[src/gf2_output_shift_solver_defines.svh]
// Assertion macros used by the solver's top-level RTL.
`ifndef GF2_OUTPUT_SHIFT_SOLVER_DEFINES_SVH
`define GF2_OUTPUT_SHIFT_SOLVER_DEFINES_SVH

// Same-cycle implication, checked outside reset.
`define GF2OS_ASSERT_NOW(lbl, ante, cons, msg) \
  lbl: assert property (@(posedge clk) disable iff (!rst_n) (ante) |-> (cons)) else $error(msg);

// Next-cycle implication, checked outside reset.
`define GF2OS_ASSERT_NEXT(lbl, ante, cons, msg) \
  lbl: assert property (@(posedge clk) disable iff (!rst_n) (ante) |=> (cons)) else $error(msg);

`endif

[src/gf2os_pkg.sv]
`default_nettype none

package gf2os_pkg;

  localparam int MAX_ROWS  = 64;
  localparam int ROW_W     = 64;
  localparam int IDX_W     = $clog2(MAX_ROWS);
  localparam int CNT_W     = $clog2(MAX_ROWS + 1);
  localparam int COL_W     = 6;
  localparam int RIDX_W    = 6;
  localparam int CFG_IDX_W = 2;
  localparam int CFG_W     = 64;
  localparam int RCNT_W    = 7;

  localparam logic FUNC_LOAD  = 1'b0;
  localparam logic FUNC_SOLVE = 1'b1;

  localparam logic [CFG_IDX_W-1:0] CFG_REFERENCE_BITS = 2'd0;
  localparam logic [CFG_IDX_W-1:0] CFG_ROW_COUNT      = 2'd1;

  typedef enum logic [3:0] {
    S_IDLE  = 4'b0001,
    S_RUN   = 4'b0010,
    S_DRAIN = 4'b0100,
    S_DONE  = 4'b1000
  } state_t;

  typedef struct packed {
    logic load;   // load beat accepted, write the row
    logic start;  // solve beat accepted, latch target
    logic step;   // read the current row and advance
    logic emit;   // move the result into the output register
  } ctrl_cmd_t;

  typedef struct packed {
    logic none;     // configured row count is zero
    logic last;     // current row is the final active row
    logic out_free; // output register can take a result
  } dp_status_t;

  typedef struct packed {
    logic             has_pivot;
    logic [COL_W-1:0] pivot_column;
    logic [ROW_W-1:0] row_word;
  } row_entry_t;

  // Clamp the configured row count to the table depth.
  function automatic logic [CNT_W-1:0] sat_rows(input logic [RCNT_W-1:0] cnt);
    logic [CNT_W-1:0] res;
    if (RCNT_W'(cnt) > RCNT_W'(MAX_ROWS)) begin
      res = CNT_W'(MAX_ROWS);
    end else begin
      res = CNT_W'(cnt);
    end
    return res;
  endfunction

  // Ones in the low n bit positions.
  function automatic logic [ROW_W-1:0] low_mask(input logic [CNT_W-1:0] n);
    logic [ROW_W-1:0] m;
    for (int i = 0; i < ROW_W; i++) begin
      m[i] = (i < int'(n));
    end
    return m;
  endfunction

endpackage

`default_nettype wire

[src/gf2os_ctrl.sv]
`default_nettype none

module gf2os_ctrl (
  input  wire logic                  clk,
  input  wire logic                  rst_n,
  input  wire logic                  in_valid,
  input  wire logic                  in_func,
  output logic                       in_stall,
  input  wire gf2os_pkg::dp_status_t st,
  output gf2os_pkg::ctrl_cmd_t       cmd
);

  gf2os_pkg::state_t state_r, state_nxt;
  logic              idle;

  assign idle     = (state_r == gf2os_pkg::S_IDLE);
  assign in_stall = !idle;

  always_comb begin
    cmd       = '0;
    state_nxt = state_r;
    case (state_r)
      gf2os_pkg::S_IDLE: begin
        if (in_valid) begin
          if (in_func == gf2os_pkg::FUNC_LOAD) begin
            cmd.load = 1'b1;
          end else begin
            cmd.start = 1'b1;
            state_nxt = st.none ? gf2os_pkg::S_DONE : gf2os_pkg::S_RUN;
          end
        end
      end
      gf2os_pkg::S_RUN: begin
        cmd.step = 1'b1;
        if (st.last) begin
          state_nxt = gf2os_pkg::S_DRAIN;
        end
      end
      gf2os_pkg::S_DRAIN: begin
        state_nxt = gf2os_pkg::S_DONE;
      end
      gf2os_pkg::S_DONE: begin
        if (st.out_free) begin
          cmd.emit  = 1'b1;
          state_nxt = gf2os_pkg::S_IDLE;
        end
      end
      default: begin
        state_nxt = gf2os_pkg::S_IDLE;
      end
    endcase
  end

  always_ff @(posedge clk) begin
    if (!rst_n) begin
      state_r <= gf2os_pkg::S_IDLE;
    end else begin
      state_r <= state_nxt;
    end
  end

endmodule

`default_nettype wire

[config.mk]
export PLATFORM = sky130hd
export DESIGN_NAME = gf2os_ctrl
export DESIGN_NICKNAME = d
export VERILOG_FILES = /design/src/gf2_output_shift_solver_defines.svh /design/src/gf2os_pkg.sv /design/src/gf2os_ctrl.sv
export SDC_FILE = /design/constraint.sdc
export NUM_CORES = 1
export LEC_CHECK = 0
export ABC_AREA = 1
export BUFFER_PORTS_ARGS = -buffer_cell sky130_fd_sc_hd__buf_2
export CORE_AREA = 2 2 39 41
export DETAILED_ROUTE_END_ITERATION = 12
export DIE_AREA = 0 0 41 43
export GPL_TIMING_DRIVEN = 0
export PLACE_DENSITY_LB_ADDON = 0.1
export SYNTH_ARGS = -nofsm -noshare
export SYNTH_HDL_FRONTEND = slang
export SYNTH_SLANG_ARGS = --single-unit
[constraint.sdc]
create_clock -name clk -period 1.4 [get_ports clk]
set_input_delay 0.28 -clock clk [delete_from_list [all_inputs] [get_ports clk]]
set_output_delay 0.28 -clock clk [all_outputs]
set_load 0.02 [all_outputs]
### Word level (Yosys, flattened, before mapping)

Index checks and enable logic that the tools add are counted.

* reductions and logical operators: 2
* eq/ne operators: 8
* multiplexer cells: 13

Operators with widths (number)
* $mux 4: 5
* $pmux 4 s4: 1
* $ne 2x2->1 const B: 4
* $mux 1: 5
* $eq 4x1->1 const B: 1
* $eq 4x2->1 const B: 1
* $eq 4x3->1 const B: 1
* $eq 4x4->1 const B: 1
* $mux 2: 2
* $reduce_and 4->1: 1
* $logic_not 1->1: 1

* output and inout port bits: 5
* input bits: 7
* word-level logic and storage cells: 24
* register bits: 4

### Longest topological paths before layout

Gate-level depths: netlist (run 1).

* word-level depth: 4
* gate-level depth with buffers: 7
* depth with buffers taken out: 7

### Least setup slack after synthesis (run 1)

Ideal clock, no wire load.

* path type: reg-to-output
* start point: reg state_r[0]
* end point: out cmd[3] (netlist bit)
* cell stages (with the launch flop): 5
* required time: 1120 ps
* buffers on the path: 0
* arrival time: 1151 ps
* slack: -31 ps
* path through: dfxtp_1 > inv_2 > nor2_4 > nand2_4 > nor3b_1

RTL lines
* start: declaration: RTL line gf2os_ctrl.sv:13 `gf2os_pkg::state_t state_r, state_nxt;`
* start signal: assignment: RTL line gf2os_ctrl.sv:56 `state_r <= gf2os_pkg::S_IDLE;`
* start signal: assignment: RTL line gf2os_ctrl.sv:58 `state_r <= state_nxt;`
* end: declaration: RTL line gf2os_ctrl.sv:10 `output gf2os_pkg::ctrl_cmd_t cmd`

==> results of run 1 <==
cell type report:
type	count	area, µm²	area share [%]
repair buffers	15	92.59	21.45
inverters	8	30.03	6.957
flip-flops and latches	4	85.08	19.71
clock buffers	3	22.52	5.217
well taps	16	20.02	4.638
multi-input cells	27	181.4	42.03
cell families after synthesis:
logic type	Yosys count	share of synthesized area [%]
AND/OR/NAND/NOR	25	55.45
buffers and inverters	8	10.48
flip-flops	4	27.95
AO/OA/AOI/OAI	2	6.115
cell usage after synthesis (all sizes together):
cell type | count | area share [%]
a21oi | 1 | 3.1
nor3 | 1 | 1.7
dfxtp | 4 | 28
nand2 | 7 | 12
nor2 | 9 | 21
inv | 8 | 10
nand3 | 6 | 16
nor3b | 1 | 2.6
nand4 | 1 | 2.2
o21ai | 1 | 3.1
through the flow:
| stage | hold slack, ps | util, % | setup slack, ps | TNS [ps] | cells |
|---|---|---|---|---|---|
| after floorplan | 364.5 | - | 165.3 | 0 | 39 |
| after global placement | 506.9 | 26.49 | 176.2 | 0 | 66 |
| after detailed placement | 505.2 | 26.49 | 178.5 | 0 | 66 |
| after CTS | 264.6 | 30.38 | -13.10 | -13.10 | 72 |
| after global routing | 265.1 | 31.19 | -91.71 | -228.0 | 73 |
| final | 272.8 | 31.19 | 7.946 | 0 | 73 |
per-layer routing:
metal	GRT usage [%]	up-vias	wire length, µm
met5	0	-	0
met4	4.000	0	0
met3	3.141	0	61
met2	11.88	15	263
met1	10.65	120	260
li1	-	158	-
power groups by stage:
stage / clock [µW] / sequential, µW / combinational, µW
3_3_place_gp: 0 / 158 / 294
6_report: 136 / 161 / 364
2_1_floorplan: 0 / 156 / 228
4_1_cts: 142 / 159 / 346
5_1_grt: 152 / 164 / 402
3_5_place_dp: 0 / 158 / 289
critical path, delay by kind of cell, from the launching register on:
kind | cells | cell delay [ps]
simple gates | 3 | 390
flops | 1 | 330
buf+inv | 1 | 160
final timing paths:
path | start | to | slack [ps] | cells past startpoint
setup reg to reg | state_r[2] | state_r[3] | 260 | 7
setup / recovery | state_r[2] | cmd[3] | 8 | 4
hold / removal | rst_n | state_r[0] | 270 | 2
hold reg to reg | state_r[0] | state_r[1] | 560 | 3
what timing repair did:
item,in CTS,in global routing
endpoints found under the setup margin,4,5
resized for setup,5,2
pin swaps,2,0
buffers inserted,3,1
==> impl_metrics.env, run 1 <==
export IMPL_status="finished, final reports clean"
export IMPL_rsz0062_at_grt="yes"
export IMPL_clockBufferDepth=2
export IMPL_synth_seq_area_share_pct=27.95
export IMPL_grt_max_degree=5
export IMPL_cp_slowest_cell="dfxtp_2"
export IMPL_fin_skew_ps=1.989
export IMPL_worstSetupPathType="reg -> out"
export IMPL_regMostFlops="state_r"
export IMPL_maxSlewViolCount=0
export IMPL_final_common_cell="buf_2"
export IMPL_yosys_warnings=0
export IMPL_max_cap_violations=0
export IMPL_worst_slew_pin_slew_ps=225.4
export IMPL_via_count=293
export IMPL_htree_levels=1
export IMPL_dieHeight_um=43
export IMPL_grt_pass1_wl_um=1014
export IMPL_wl_per_cell_um=8.000
export IMPL_hpwl_um=500.9
export IMPL_grt_pass1_vias=275
export IMPL_routed_wl_um=584
export IMPL_p_int_uw=401.8
export IMPL_cp_required_ps=1120
export IMPL_io_buffers=11
export IMPL_p_switching_uw=259.1
export IMPL_initial_utilization_pct=20.71
export IMPL_max_freq_mhz=718.4
export IMPL_hold_viol_final=0
export IMPL_peakVddDrop_mv=0.4924
export IMPL_antenna_found_initial=0
export IMPL_ant_nets=0
export IMPL_synth_area_um2=286.5
export IMPL_clk_pin_slew_ps=40
export IMPL_top_regs="state_r (4)"
export IMPL_switching_share_pct=39.20
export IMPL_grt_overflow=0
export IMPL_synth_area_per_cell_um2=7.347
export IMPL_chipWidth_um=41
export IMPL_core_mm2=0.001384
export IMPL_path_max_fanout=4
export IMPL_pwr_share_seq_pct=24.3
export IMPL_cts_root_buf="clkbuf_4"
export IMPL_leakagePower_uw=0.0002224
export IMPL_postCtsHoldBufs=0
export IMPL_drc=0
export IMPL_cp_arrival_ps=1110
export IMPL_critPathLaunchType="flop"
export IMPL_finalNetCount=66
export IMPL_synth_seq_cells=4
export IMPL_largest_reg_flops=4
export IMPL_insertion_delay_ps=230
export IMPL_final_area_um2=431.7
export IMPL_drt_iter0_drc=9
export IMPL_cts_num_sinks=4
export IMPL_dpl_cell_area_um2=366.6
export IMPL_synth_cells=39
export IMPL_layout_drive_gt1_share_pct=61.40
export IMPL_cts_tree="yes"
export IMPL_finalCritPeriodShare_pct=99.43
export IMPL_routabilityCongestion=0.7237
export IMPL_syn2layout_area_growth_pct=50.65
export IMPL_layout_common_cells="buf_2, inv_1, buf_4, nand2_1"
export IMPL_fillers=159
export IMPL_rows=14
export IMPL_grt_use_total_pct=8.342
export IMPL_finalSetupViolCount=0
export IMPL_p_total_uw=661.0
export IMPL_n_antenna_cell=0
export IMPL_min_path_type="in -> reg"
export IMPL_end_kind="primary output"
export IMPL_pwr_share_clk_pct=20.6
export IMPL_ys_types=15
export IMPL_die_area_mm2=0.001763
export IMPL_max_stage_delay_ps=330
export IMPL_p_per_area_mw_per_mm2=1531
export IMPL_slew_limit_headroom_pct=84.92
export IMPL_fin_crit_ps=1392
export IMPL_cp_cell_sequence="nor2_4 > nand2_4 > nor3b_2 > buf_4"
export IMPL_cts_made_buffers=3
export IMPL_pwr_share_comb_pct=55.1
export IMPL_drt_pass1_iterations=2
export IMPL_io_pin_count=12
export IMPL_synthesis_nets=46
export IMPL_viasPerCell=4.014
(Power assumes the default switching activity.)
==> run 2, diff against run 1 <==
--- a/config.mk
+++ b/config.mk
@@ -8,6 +8,7 @@
 export ABC_AREA = 1
 export BUFFER_PORTS_ARGS = -buffer_cell sky130_fd_sc_hd__buf_2
 export CORE_AREA = 2 2 39 41
+export CTS_BUF_LIST = sky130_fd_sc_hd__clkbuf_8 sky130_fd_sc_hd__clkbuf_16
 export DETAILED_ROUTE_END_ITERATION = 12
 export DIE_AREA = 0 0 41 43
 export GPL_TIMING_DRIVEN = 0
==> constraint.sdc (replaced) <==
create_clock -name clk -period 1.3 [get_ports clk]
set_input_delay 0.26 -clock clk [delete_from_list [all_inputs] [get_ports clk]]
set_output_delay 0.26 -clock clk [all_outputs]
set_load 0.02 [all_outputs]
==> run 2 against run 1 <==
  * The flow now finishes with violations (negative setup slack)
  * Clock power up 90%
  * Highest routed layer is now met4
  * Combinational power rose by 13%
  * Utilization increased by 2.1 points
  * Hold slack worse by 9.5 ps
  * Clock skew barely moved
  * Power up 28%
  * Sequential power is 7% higher
  * Via count rose by 1.7%
  * Global-route usage grew 1.2 points
  * Wire length increased by 4.3%
==> impl_metrics.env, run 2 (synthesis results as in run 1) <==
export IMPL_status="finished, violations left"
export IMPL_violations="negative setup slack"
export IMPL_worst_slew_pin_slew_ps=224.0
export IMPL_finalSetupViolCount=3
export IMPL_cts_made_buffers=3
export IMPL_insertion_delay_ps=220
export IMPL_viasPerCell=4.082
export IMPL_top_regs="state_r (4)"
export IMPL_drt_iter0_drc=2
export IMPL_n_antenna_cell=0
export IMPL_fin_crit_ps=1358
export IMPL_ant_nets=0
export IMPL_grt_use_total_pct=9.548
export IMPL_io_pin_count=12
export IMPL_p_total_uw=843.3
export IMPL_drc=0
export IMPL_slew_limit_headroom_pct=85.01
export IMPL_peakVddDrop_mv=0.7651
export IMPL_rsz0062_at_grt="yes"
export IMPL_hold_viol_final=0
export IMPL_maxSlewViolCount=0
export IMPL_max_cap_violations=0
export IMPL_layout_common_cells="inv_1, buf_2, nand2_1, buf_4"
export IMPL_chipWidth_um=41
export IMPL_cts_num_sinks=4
export IMPL_leakagePower_uw=0.0002323
export IMPL_grt_pass1_vias=286
export IMPL_drt_pass1_iterations=4
export IMPL_die_area_mm2=0.001763
export IMPL_cts_tree="yes"
export IMPL_rows=14
export IMPL_syn2layout_area_growth_pct=60.70
export IMPL_core_mm2=0.001384
export IMPL_finalNetCount=66
export IMPL_grt_pass1_wl_um=1048
export IMPL_htree_levels=1
export IMPL_routed_wl_um=609
export IMPL_regMostFlops="state_r"
export IMPL_io_buffers=11
export IMPL_hpwl_um=500.9
export IMPL_cp_required_ps=1040
export IMPL_max_freq_mhz=736.2
export IMPL_fin_skew_ps=1.881
export IMPL_wl_per_cell_um=8.342
export IMPL_end_kind="primary output"
export IMPL_worstSetupPathType="reg -> out"
export IMPL_antenna_found_initial=0
export IMPL_initial_utilization_pct=20.71
export IMPL_grt_overflow=0
export IMPL_layout_drive_gt1_share_pct=61.40
export IMPL_via_count=298
export IMPL_critPathLaunchType="flop"
export IMPL_clk_pin_slew_ps=30
export IMPL_dieHeight_um=43
export IMPL_whs_ps=263.3
export IMPL_fin_ws_ps=-58.35
export IMPL_cts_root_buf="clkbuf_8"
export IMPL_grt_max_degree=5
export IMPL_routabilityCongestion=0.7237
export IMPL_p_per_area_mw_per_mm2=1832
export IMPL_min_path_type="in -> reg"
export IMPL_path_max_fanout=4
export IMPL_finalCritPeriodShare_pct=104.5
export IMPL_largest_reg_flops=4
export IMPL_cp_arrival_ps=1100
export IMPL_clockBufferDepth=2
run 2: cell counts in the layout (fill, tap and decap cells not counted):
No cell type changed its count.
run 2: final cells by class:
cell class / instances / area (µm²)
inverters: 8 / 30.03
well taps: 16 / 20.02
multi-input cells: 27 / 181.4
flip-flops and latches: 4 / 85.08
repair buffers: 15 / 102.6
fillers: 159 / 923.4
clock buffers: 3 / 41.29
run 2: path summary, 6_finish.rpt:
kind | slack [ps] | from | end | cells after the start
max | -60 | state_r[2] | cmd[3] | 4
min | 260 | rst_n | state_r[0] | 2
max reg2reg | 160 | state_r[2] | state_r[3] | 7
min reg2reg | 560 | state_r[0] | state_r[1] | 3
run 2: per-layer routing:
| layer | vias to the layer above | global-route usage [%] | routed length [µm] |
|---|---|---|---|
| met2 | 14 | 11.88 | 247 |
| li1 | 159 | - | - |
| met4 | 0 | 12.00 | 33 |
| met3 | 4 | 3.141 | 60 |
| met5 | - | 0 | 0 |
| met1 | 121 | 10.65 | 267 |
run 2: per-stage QoR:
step	setup TNS (ps)	setup slack (ps)	util [%]	cell area, µm²	instances
after CTS	-155.9	-76.61	32.46	449.2	72
after global placement	0	96.16	26.49	366.6	66
after detailed placement	0	98.49	26.49	366.6	66
after global routing	-455.9	-148.9	33.27	460.4	73
after floorplan	0	85.28	-	291.5	39
final	-96.43	-58.35	33.27	460.4	73
run 2: what timing repair did:
item                       4_1_cts  5_1_grt
cloned                           0        0
pin swaps                        2        0
hold buffers                     0        0
setup buffers                    3        1
resized for setup                9        1
setup endpoints to repair        4        5
run 2: power breakdown:
group | switching (µW) | total [µW] | internal, µW
combinational | 217 | 412 | 195
clock | 60.7 | 258 | 197
sequential | 21.7 | 173 | 151
total | 300 | 843 | 543
run 2: worst max-delay path, cell delays in order (launching register included):
cell	delay, ps
dfxtp_2	330
nor2_4	160
nand2_4	80
nor3b_2	150
buf_4	160
